**src/hw/rtl/bpr_pkg.sv**
```systemverilog
// shared types and constants of the buck pi pwm regulator
package bpr_pkg;

   localparam int SETPOINT_W = 20;
   localparam int GAIN_W     = 32;
   localparam int SAMPLE_W   = 12;
   localparam int COMPARE_W  = 11;
   localparam int ERR_W      = 22;
   localparam int SUM_W      = 23;
   localparam int PROP_W     = 55;
   localparam int INC_W      = 56;
   localparam int FRAC_W     = 40;
   localparam int PERIOD_W   = 16;
   localparam int CSR_IDX_W  = 2;
   localparam int CSR_DATA_W = 32;

   // register index codes
   localparam logic [CSR_IDX_W-1:0] CSR_SETPOINT   = 2'd0;
   localparam logic [CSR_IDX_W-1:0] CSR_PROP_GAIN  = 2'd1;
   localparam logic [CSR_IDX_W-1:0] CSR_INTEG_GAIN = 2'd2;
   localparam logic [CSR_IDX_W-1:0] CSR_TRIP_LEVEL = 2'd3;

   // request opcodes
   localparam logic OP_SAMPLE = 1'b0;
   localparam logic OP_EDGE   = 1'b1;

   // reset values of the registers
   localparam logic [SETPOINT_W-1:0] SETPOINT_RST   = 20'd1027604;
   localparam logic [GAIN_W-1:0]     PROP_GAIN_RST  = 32'd429497;
   localparam logic [GAIN_W-1:0]     INTEG_GAIN_RST = 32'd236223;
   localparam logic [SAMPLE_W-1:0]   TRIP_LEVEL_RST = 12'd4095;

   typedef logic signed [63:0]      acc_type;
   typedef logic signed [64:0]      acc_wide_type;
   typedef logic [PERIOD_W:0]       span_type;

   localparam acc_type ACC_MAX = {1'b0, {63{1'b1}}};
   localparam acc_type ACC_MIN = {1'b1, {63{1'b0}}};

   typedef struct packed {
      logic updated;
      logic running;
      logic tripped;
   } flags_type;

endpackage

```
**src/hw/rtl/buck_pi_pwm_regulator.sv**
```systemverilog
// buck regulator pi step: error, pi terms, trapezoidal integrator, pwm compare
//
// usage
//   request channel (req_*): one request per item. opcode edge toggles the run
//   state; opcode sample carries a 12-bit adc result, which while running is
//   trip-checked and drives the pi controller. samples while stopped are
//   ignored but still answered.
//   response channel (rsp_*): exactly one response per request, in order.
//   compare is the new pwm compare value when updated is set, else the last one.
//   running and tripped show the state after that request.
//   csr_* : plain write port; the user must write it only while the block is idle, the block does not enforce this.
// throughput and pipeline
//   one request per cycle sustained while the response side does not stall; a
//   request passes the error stage, multiplier stage, integrator stage and output
//   register in that order. the integrator's saturating 64-bit add is combinational.
// reset
//   synchronous, active high: registers to their defaults, stopped, integrator,
//   previous error, trip latch and compare cleared, pipeline emptied.
// stall
//   a stalled response holds; the pipeline fills its empty stages first and
//   stalls the request side only once every stage holds a request
module buck_pi_pwm_regulator #(
   parameter int PWM_PERIOD = 1500
) (
   input  logic                              clock,
   input  logic                              reset,
   // request channel
   input  logic                              req_valid,
   output logic                              req_stall,
   input  logic                              req_opcode,
   input  logic [bpr_pkg::SAMPLE_W-1:0]      req_sample,
   // response channel
   output logic                              rsp_valid,
   input  logic                              rsp_stall,
   output logic [bpr_pkg::COMPARE_W-1:0]     rsp_compare,
   output logic                              rsp_running,
   output logic                              rsp_tripped,
   output logic                              rsp_updated,
   // register write port
   input  logic                              csr_we,
   input  logic [bpr_pkg::CSR_IDX_W-1:0]     csr_index,
   input  logic [bpr_pkg::CSR_DATA_W-1:0]    csr_wdata
);

   // clamp limit of the integrator copy and the total, in q.40
   localparam bpr_pkg::acc_type Limit = bpr_pkg::acc_type'(PWM_PERIOD) <<< bpr_pkg::FRAC_W;
   localparam bpr_pkg::span_type PeriodSpan = bpr_pkg::span_type'(PWM_PERIOD);

   // configuration registers
   logic [bpr_pkg::SETPOINT_W-1:0] setpoint_ff;
   logic [bpr_pkg::GAIN_W-1:0]     prop_gain_ff;
   logic [bpr_pkg::GAIN_W-1:0]     integ_gain_ff;
   logic [bpr_pkg::SAMPLE_W-1:0]   trip_level_ff;

   // controller state
   logic                           run_ff;
   logic                           trip_ff;
   logic signed [bpr_pkg::ERR_W-1:0] prev_err_ff;
   bpr_pkg::acc_type               acc_ff;

   // pipeline registers
   logic                           s1_valid_ff;
   bpr_pkg::flags_type             s1_flags_ff;
   logic signed [bpr_pkg::ERR_W-1:0] s1_err_ff;
   logic signed [bpr_pkg::SUM_W-1:0] s1_sum_ff;

   logic                           s2_valid_ff;
   bpr_pkg::flags_type             s2_flags_ff;
   logic signed [bpr_pkg::PROP_W-1:0] s2_prop_ff;
   logic signed [bpr_pkg::INC_W-1:0]  s2_inc_ff;

   logic                           s3_valid_ff;
   bpr_pkg::flags_type             s3_flags_ff;
   logic signed [bpr_pkg::PROP_W-1:0] s3_prop_ff;
   bpr_pkg::acc_type               s3_integ_ff;

   logic                           rsp_valid_ff;
   bpr_pkg::flags_type             rsp_flags_ff;
   logic [bpr_pkg::COMPARE_W-1:0]  rsp_compare_ff;   // doubles as last compare

   // flow control: each stage loads when it is empty or drains this cycle
   logic out_free, s3_free, s2_free, s1_free, req_take;

   assign out_free  = !rsp_valid_ff || !rsp_stall;
   assign s3_free   = !s3_valid_ff || out_free;
   assign s2_free   = !s2_valid_ff || s3_free;
   assign s1_free   = !s1_valid_ff || s2_free;
   assign req_stall = !s1_free;
   assign req_take  = req_valid && !req_stall;

   // request stage: run toggle, trip check, q.8 error and trapezoid sum
   logic                              is_edge;
   logic                              do_upd;
   logic                              run_in;
   logic                              trip_in;
   logic signed [bpr_pkg::ERR_W-1:0]  err_in;
   logic signed [bpr_pkg::SUM_W-1:0]  sum_in;
   bpr_pkg::flags_type                s1_flags_in;

   always_comb begin
      is_edge = (req_opcode == bpr_pkg::OP_EDGE);
      do_upd  = !is_edge && run_ff;
      run_in  = run_ff ^ is_edge;
      trip_in = trip_ff || (do_upd && (req_sample > trip_level_ff));
      err_in  = $signed({2'b00, setpoint_ff}) - $signed({2'b00, req_sample, 8'h00});
      sum_in  = bpr_pkg::SUM_W'(err_in) + bpr_pkg::SUM_W'(prev_err_ff);
      s1_flags_in = '{updated: do_upd, running: run_in, tripped: trip_in};
   end

   // multiplier stage: proportional term and integrator increment
   logic signed [bpr_pkg::PROP_W-1:0] s2_prop_in;
   logic signed [bpr_pkg::INC_W-1:0]  s2_inc_in;

   assign s2_prop_in = s1_err_ff * $signed({1'b0, prop_gain_ff});
   assign s2_inc_in  = s1_sum_ff * $signed({1'b0, integ_gain_ff});

   // integrator stage: saturating 64-bit add, clamped copy for the output
   bpr_pkg::acc_wide_type acc_sum;
   bpr_pkg::acc_type      acc_in;
   bpr_pkg::acc_type      s3_integ_in;

   always_comb begin
      acc_sum = bpr_pkg::acc_wide_type'(acc_ff) + bpr_pkg::acc_wide_type'(s2_inc_ff);
      if (acc_sum[64] != acc_sum[63]) begin
         acc_in = acc_sum[64] ? bpr_pkg::ACC_MIN : bpr_pkg::ACC_MAX;
      end else begin
         acc_in = acc_sum[63:0];
      end
      priority if (acc_in >= Limit) begin
         s3_integ_in = Limit;
      end else if (acc_in <= -Limit) begin
         s3_integ_in = -Limit;
      end else begin
         s3_integ_in = acc_in;
      end
   end

   // output stage: total, clamp to 0..period, floor, compare = period - whole
   bpr_pkg::acc_type                 total;
   bpr_pkg::acc_type                 total_cl;
   logic [bpr_pkg::PERIOD_W-1:0]     whole;
   bpr_pkg::span_type                span;
   logic [bpr_pkg::COMPARE_W-1:0]    compare_in;

   always_comb begin
      total = s3_integ_ff + bpr_pkg::acc_type'(s3_prop_ff);
      priority if (total >= Limit) begin
         total_cl = Limit;
      end else if (total <= 0) begin
         total_cl = '0;
      end else begin
         total_cl = total;
      end
      whole      = total_cl[bpr_pkg::FRAC_W +: bpr_pkg::PERIOD_W];
      span       = PeriodSpan - {1'b0, whole};
      compare_in = s3_flags_ff.updated ? span[bpr_pkg::COMPARE_W-1:0] : rsp_compare_ff;
   end

   // configuration writes
   always_ff @(posedge clock) begin
      if (reset) begin
         setpoint_ff   <= bpr_pkg::SETPOINT_RST;
         prop_gain_ff  <= bpr_pkg::PROP_GAIN_RST;
         integ_gain_ff <= bpr_pkg::INTEG_GAIN_RST;
         trip_level_ff <= bpr_pkg::TRIP_LEVEL_RST;
      end else if (csr_we) begin
         unique case (csr_index)
            bpr_pkg::CSR_SETPOINT:   setpoint_ff   <= csr_wdata[bpr_pkg::SETPOINT_W-1:0];
            bpr_pkg::CSR_PROP_GAIN:  prop_gain_ff  <= csr_wdata[bpr_pkg::GAIN_W-1:0];
            bpr_pkg::CSR_INTEG_GAIN: integ_gain_ff <= csr_wdata[bpr_pkg::GAIN_W-1:0];
            bpr_pkg::CSR_TRIP_LEVEL: trip_level_ff <= csr_wdata[bpr_pkg::SAMPLE_W-1:0];
            default: ;
         endcase
      end
   end

   // controller state and pipeline control
   always_ff @(posedge clock) begin
      if (reset) begin
         run_ff         <= 1'b0;
         trip_ff        <= 1'b0;
         prev_err_ff    <= '0;
         acc_ff         <= '0;
         s1_valid_ff    <= 1'b0;
         s2_valid_ff    <= 1'b0;
         s3_valid_ff    <= 1'b0;
         rsp_valid_ff   <= 1'b0;
         rsp_compare_ff <= '0;
      end else begin
         if (req_take) begin
            run_ff  <= run_in;
            trip_ff <= trip_in;
            if (do_upd) begin
               prev_err_ff <= err_in;
            end
         end
         if (s1_free) begin
            s1_valid_ff <= req_take;
         end
         if (s2_free) begin
            s2_valid_ff <= s1_valid_ff;
         end
         if (s3_free) begin
            s3_valid_ff <= s2_valid_ff;
            if (s2_valid_ff && s2_flags_ff.updated) begin
               acc_ff <= acc_in;
            end
         end
         if (out_free) begin
            rsp_valid_ff <= s3_valid_ff;
            if (s3_valid_ff) begin
               rsp_compare_ff <= compare_in;
            end
         end
      end
   end

   // pipeline payload, no reset needed
   always_ff @(posedge clock) begin
      if (s1_free && req_take) begin
         s1_flags_ff <= s1_flags_in;
         s1_err_ff   <= err_in;
         s1_sum_ff   <= sum_in;
      end
      if (s2_free && s1_valid_ff) begin
         s2_flags_ff <= s1_flags_ff;
         s2_prop_ff  <= s2_prop_in;
         s2_inc_ff   <= s2_inc_in;
      end
      if (s3_free && s2_valid_ff) begin
         s3_flags_ff <= s2_flags_ff;
         s3_prop_ff  <= s2_prop_ff;
         s3_integ_ff <= s3_integ_in;
      end
      if (out_free && s3_valid_ff) begin
         rsp_flags_ff <= s3_flags_ff;
      end
   end

   assign rsp_valid   = rsp_valid_ff;
   assign rsp_compare = rsp_compare_ff;
   assign rsp_running = rsp_flags_ff.running;
   assign rsp_tripped = rsp_flags_ff.tripped;
   assign rsp_updated = rsp_flags_ff.updated;

endmodule

```
**config.mk**
```make
export PLATFORM = sky130hd
export DESIGN_NAME = buck_pi_pwm_regulator
export DESIGN_NICKNAME = d
export VERILOG_FILES = /design/src/hw/rtl/bpr_pkg.sv /design/src/hw/rtl/buck_pi_pwm_regulator.sv
export SDC_FILE = /design/constraint.sdc
export NUM_CORES = 2
export LEC_CHECK = 0
export BUFFER_PORTS_ARGS = -buffer_cell sky130_fd_sc_hd__buf_4
export CAP_MARGIN = 0
export CORE_ASPECT_RATIO = 2
export CORE_MARGIN = 2
export CORE_UTILIZATION = 40
export CTS_BUF_LIST = sky130_fd_sc_hd__clkbuf_2 sky130_fd_sc_hd__clkbuf_4 sky130_fd_sc_hd__clkbuf_8
export CTS_CLUSTER_SIZE = 40
export DETAILED_ROUTE_END_ITERATION = 6
export GPL_TIMING_DRIVEN = 0
export HOLD_SLACK_MARGIN = 0.06
export PLACE_DENSITY = 0.65
export RECOVER_POWER = 25
export SYNTH_ARGS = -nofsm -noshare
export SYNTH_HDL_FRONTEND = slang
export SYNTH_SLANG_ARGS = --single-unit
```
**constraint.sdc**
```tcl
create_clock -name clock -period 11.84 [get_ports clock]
set_input_delay 2.368 -clock clock [delete_from_list [all_inputs] [get_ports clock]]
set_output_delay 2.368 -clock clock [all_outputs]
set_load 0.02 [all_outputs]
```
==> results.cfg <==
[critical_path]
cp-end-kind = flop
timing.critical_path.fanout_max = 10
worst_ep_required_time_ns = 12.34
cp_common_cell = sky130_fd_sc_hd__fa_1
critical_path.slowest_cell = sky130_fd_sc_hd__edfxtp_1
rr_startpoint = s1_sum_ff[21]
cpPeakStageDelay_ns = 0.76
worst-r2r-setup-slack_ns = 1.38
worst-r2r-cell-count = 29
regToRegEndpoint = s2_inc_ff[55]
worst_setup_path_start_kind = flop
worst-setup-path-type = reg2reg
data_arrival_time_of_the_worst_path_ns = 10.95

[drt]
routed_wl_microns = 282400
post_detailed_route_count_of_antenna_violating_nets = 0
drt_pass1_iterations = 6
drc = 0
routed_length_per_placed_instance_microns = 26.06
via_per_inst = 5.508
routed_vias = 59684
drt-initial-drc-count = 3636

[cts]
post_cts_hold_buffer_count = 0
cts-htree-levels = 3
cts_root_buffer = sky130_fd_sc_hd__clkbuf_8
worst_setup_hold_path_clk_slew_ns = 0.07
cts.repair_timing.setup_buffer_count = 0
insertion_delay_ns = 0.78
tritoncts = done
tritoncts.num_buffers = 77
tritoncts_num_sinks = 481
clk_path_buf_depth = 3
number_of_gates_resized_after_cts = 0

[flow_run]
cap_viol_max_count = 3

[min_path]
timing.hold.worst.class = reg2reg
whs_path_depth = 0
hp-start = s2_prop_ff[6]
hold_end = s3_prop_ff[6]

[synthesis]
synth.net_count = 10100
synth_area_per_cell_sq_um = 8.915
ys_dominant_reg_cell = sky130_fd_sc_hd__edfxtp_1
synth_edf_count = 283
synthDistinctLibCells = 112
seq_area_frac_synth_pct = 16.93
gate_count_of_the_mapped_netlist = 8256
synth_seq_cells = 481
synthArstFlopShare_pct = 0
ys.warnings.count = 0
post_synth_instance_area_sq_um = 73600

[timing]
timing.final.hold_violations = 0
worst_pin_slew_ns = 3.611
slew-limit-headroom_pct = -140.7
setup-tns-final_ns = 0
finalMaxSlewViolations = 133
min_period_over_period_pct = 88.31
final.setup_skew_ns = 0.09013
rsz0062_at_grt = false
setup_viol = 0
timing.final.crit_period_ns = 10.46
timing.fmax_ghz = 0.09564

[placed_design]
hpwl_after_detailed_placement_microns = 241400
routability_driven_placement_congestion_ratio = 1.027
numPortBuffers = 66

[global_route]
via_count_of_the_first_global_routing_pass = 64770
antenna_found_initial = 14
gr-usage-all-layers_pct = 30.22
grt_max_degree = 62
grt_pass1_wl_microns = 411100
grt_remaining_overflow = 0

[floorplan]
initial_utilization_pct = 40.27
num_rows = 222
dieWidth_microns = 307.3
dieHeight_microns = 610.6
core_area_sq_um = 182800
die_area_sq_um = 187700
io_pins = 68

[outcome]
outcome = complete, but fails checks
violations = capacitance limit, slew limit

[cells_and_area]
seq_area_sq_um = 12460
filler_cell_count = 18080
final_nets = 10252
multi_input_logic_area_sq_um = 53610
post_route_cells_drive_above_1_share_pct = 4.166
synthToLayoutAreaGrowth_pct = 7.383
[registers in the layout, indices dropped and copies added, names as in the netlist, 12 cells and up]
name,flops
s3_prop_ff,54
setpoint_ff,20
s2_inc_ff,56
s1_err_ff,21
prop_gain_ff,32
acc_ff,64
prev_err_ff,21
integ_gain_ff,32
s3_integ_ff,64
s2_prop_ff,54
s1_sum_ff,22
trip_level_ff,12
[layout by cell type (no fill, tap or decap), types with 23 or more instances in the layout]
| master | count |
|---|---|
| sky130_fd_sc_hd__o31ai_1 | 23 |
| sky130_fd_sc_hd__o21a_1 | 63 |
| sky130_fd_sc_hd__dfxtp_1 | 198 |
| sky130_fd_sc_hd__nor2_1 | 413 |
| sky130_fd_sc_hd__o211ai_1 | 27 |
| sky130_fd_sc_hd__nand3_1 | 106 |
| sky130_fd_sc_hd__clkbuf_8 | 80 |
| sky130_fd_sc_hd__nand2b_1 | 58 |
| sky130_fd_sc_hd__a211oi_1 | 78 |
| sky130_fd_sc_hd__buf_2 | 35 |
| sky130_fd_sc_hd__inv_1 | 1524 |
| sky130_fd_sc_hd__fa_1 | 1202 |
| sky130_fd_sc_hd__nor3_1 | 67 |
| sky130_fd_sc_hd__xor2_1 | 79 |
| sky130_fd_sc_hd__nor2b_1 | 44 |
| sky130_fd_sc_hd__and2_1 | 625 |
| sky130_fd_sc_hd__xnor2_1 | 127 |
| sky130_fd_sc_hd__a211o_1 | 23 |
| sky130_fd_sc_hd__o21bai_1 | 31 |
| sky130_fd_sc_hd__edfxtp_1 | 283 |
| sky130_fd_sc_hd__o21ai_0 | 153 |
| sky130_fd_sc_hd__clkbuf_1 | 359 |
| sky130_fd_sc_hd__and3_1 | 26 |
| sky130_fd_sc_hd__a21o_1 | 108 |
| sky130_fd_sc_hd__nand4_1 | 76 |
| sky130_fd_sc_hd__nand2_1 | 1173 |
| sky130_fd_sc_hd__buf_4 | 69 |
| sky130_fd_sc_hd__ha_1 | 590 |
| sky130_fd_sc_hd__a21oi_1 | 392 |
| sky130_fd_sc_hd__a31oi_1 | 24 |
[cells in the mapped netlist (all sizes together) (63+ instances only)]
cell | number | area, sq um
a211oi | 83 | 655.6
nand3 | 106 | 530.5
nand2 | 1173 | 4403
o21ai | 170 | 862.1
nor3 | 71 | 381.6
nor2 | 416 | 1567
a21o | 108 | 810.8
ha | 590 | 7382
clkbuf | 364 | 1376
edfxtp | 283 | 8498
and2 | 632 | 3954
xnor2 | 128 | 1129
xor2 | 79 | 691.9
nand4 | 76 | 475.5
dfxtp | 198 | 3964
inv | 1526 | 5728
fa | 1202 | 24060
o21a | 63 | 473.0
a21oi | 397 | 2006
[layer usage]
layer  vias up  track usage (%)  part of all wire [%]  routed length, microns
li1      26284                -                     -                       -
met3      1090            4.209                   4.9                   13790
met4         8            31.06                    13                   36050
met2      2302            55.30                    52                  145800
met1     30000            27.63                    31                   86730
met5         -                0                 0.017                      49
[worst max path at each step]
stage                     slack [ns]     startpoint        endpoint
after floorplan                 0.32      rsp_stall  s2_flags_ff[0]
after global placement         -4.31      rsp_stall  s2_prop_ff[19]
after detailed placement        1.34  s1_sum_ff[21]   s2_inc_ff[55]
after CTS                       1.34  s1_sum_ff[21]   s2_inc_ff[55]
after global routing            1.03  s1_sum_ff[21]   s2_inc_ff[55]
final                           1.38  s1_sum_ff[21]   s2_inc_ff[55]
[stage by stage]
stage | instance area (sq um) | hold WS [ns] | setup WS, ns | utilization (%) | cells
2_1_floorplan | 73600 | 0.4003 | 0.3236 | - | 8256
3_3_place_gp | 77040 | 0.4025 | -4.312 | 42.15 | 10674
3_5_place_dp | 77240 | 0.4045 | 1.342 | 42.26 | 10681
4_1_cts | 79070 | 0.3555 | 1.345 | 43.26 | 10825
5_1_grt | 79020 | 0.3804 | 1.033 | 43.24 | 10828
6_report | 79040 | 0.3846 | 1.384 | 43.24 | 10835
[final cells by class]
cell class / instances / area share, %
Inverter: 1527 / 7.252
Antenna cell: 10 / 0.03166
Timing Repair Buffer: 73 / 0.7678
Buffer: 426 / 2.310
Sequential cell: 481 / 15.77
Clock inverter: 51 / 0.8026
Multi-Input combinational cell: 5822 / 67.83
Tap cell: 2352 / 3.723
Clock buffer: 93 / 1.517
[critical path: cells and delay by family (launching register included)]
family,cells,cell delay [ns]
adders and majority gates,8,4.12
AOI/OAI and AO/OA,9,2.62
buffers and inverters,8,1.96
DFF,1,0.76
and+or+nand+nor,4,0.74
[kinds of logic after synthesis]
group	Yosys count	share of synthesized area (%)
flip-flops	481	16.93
multiplexers	17	0.2533
adder cells (fa/ha/maj)	1792	42.72
XOR/XNOR	207	2.473
AO/OA/AOI/OAI	1115	9.956
AND/OR/NAND/NOR	2691	17.41
buffers and inverters	1953	10.26
Power is not shown: default switching activity piles up to over one toggle a cycle in this logic, so the estimate is an artifact.
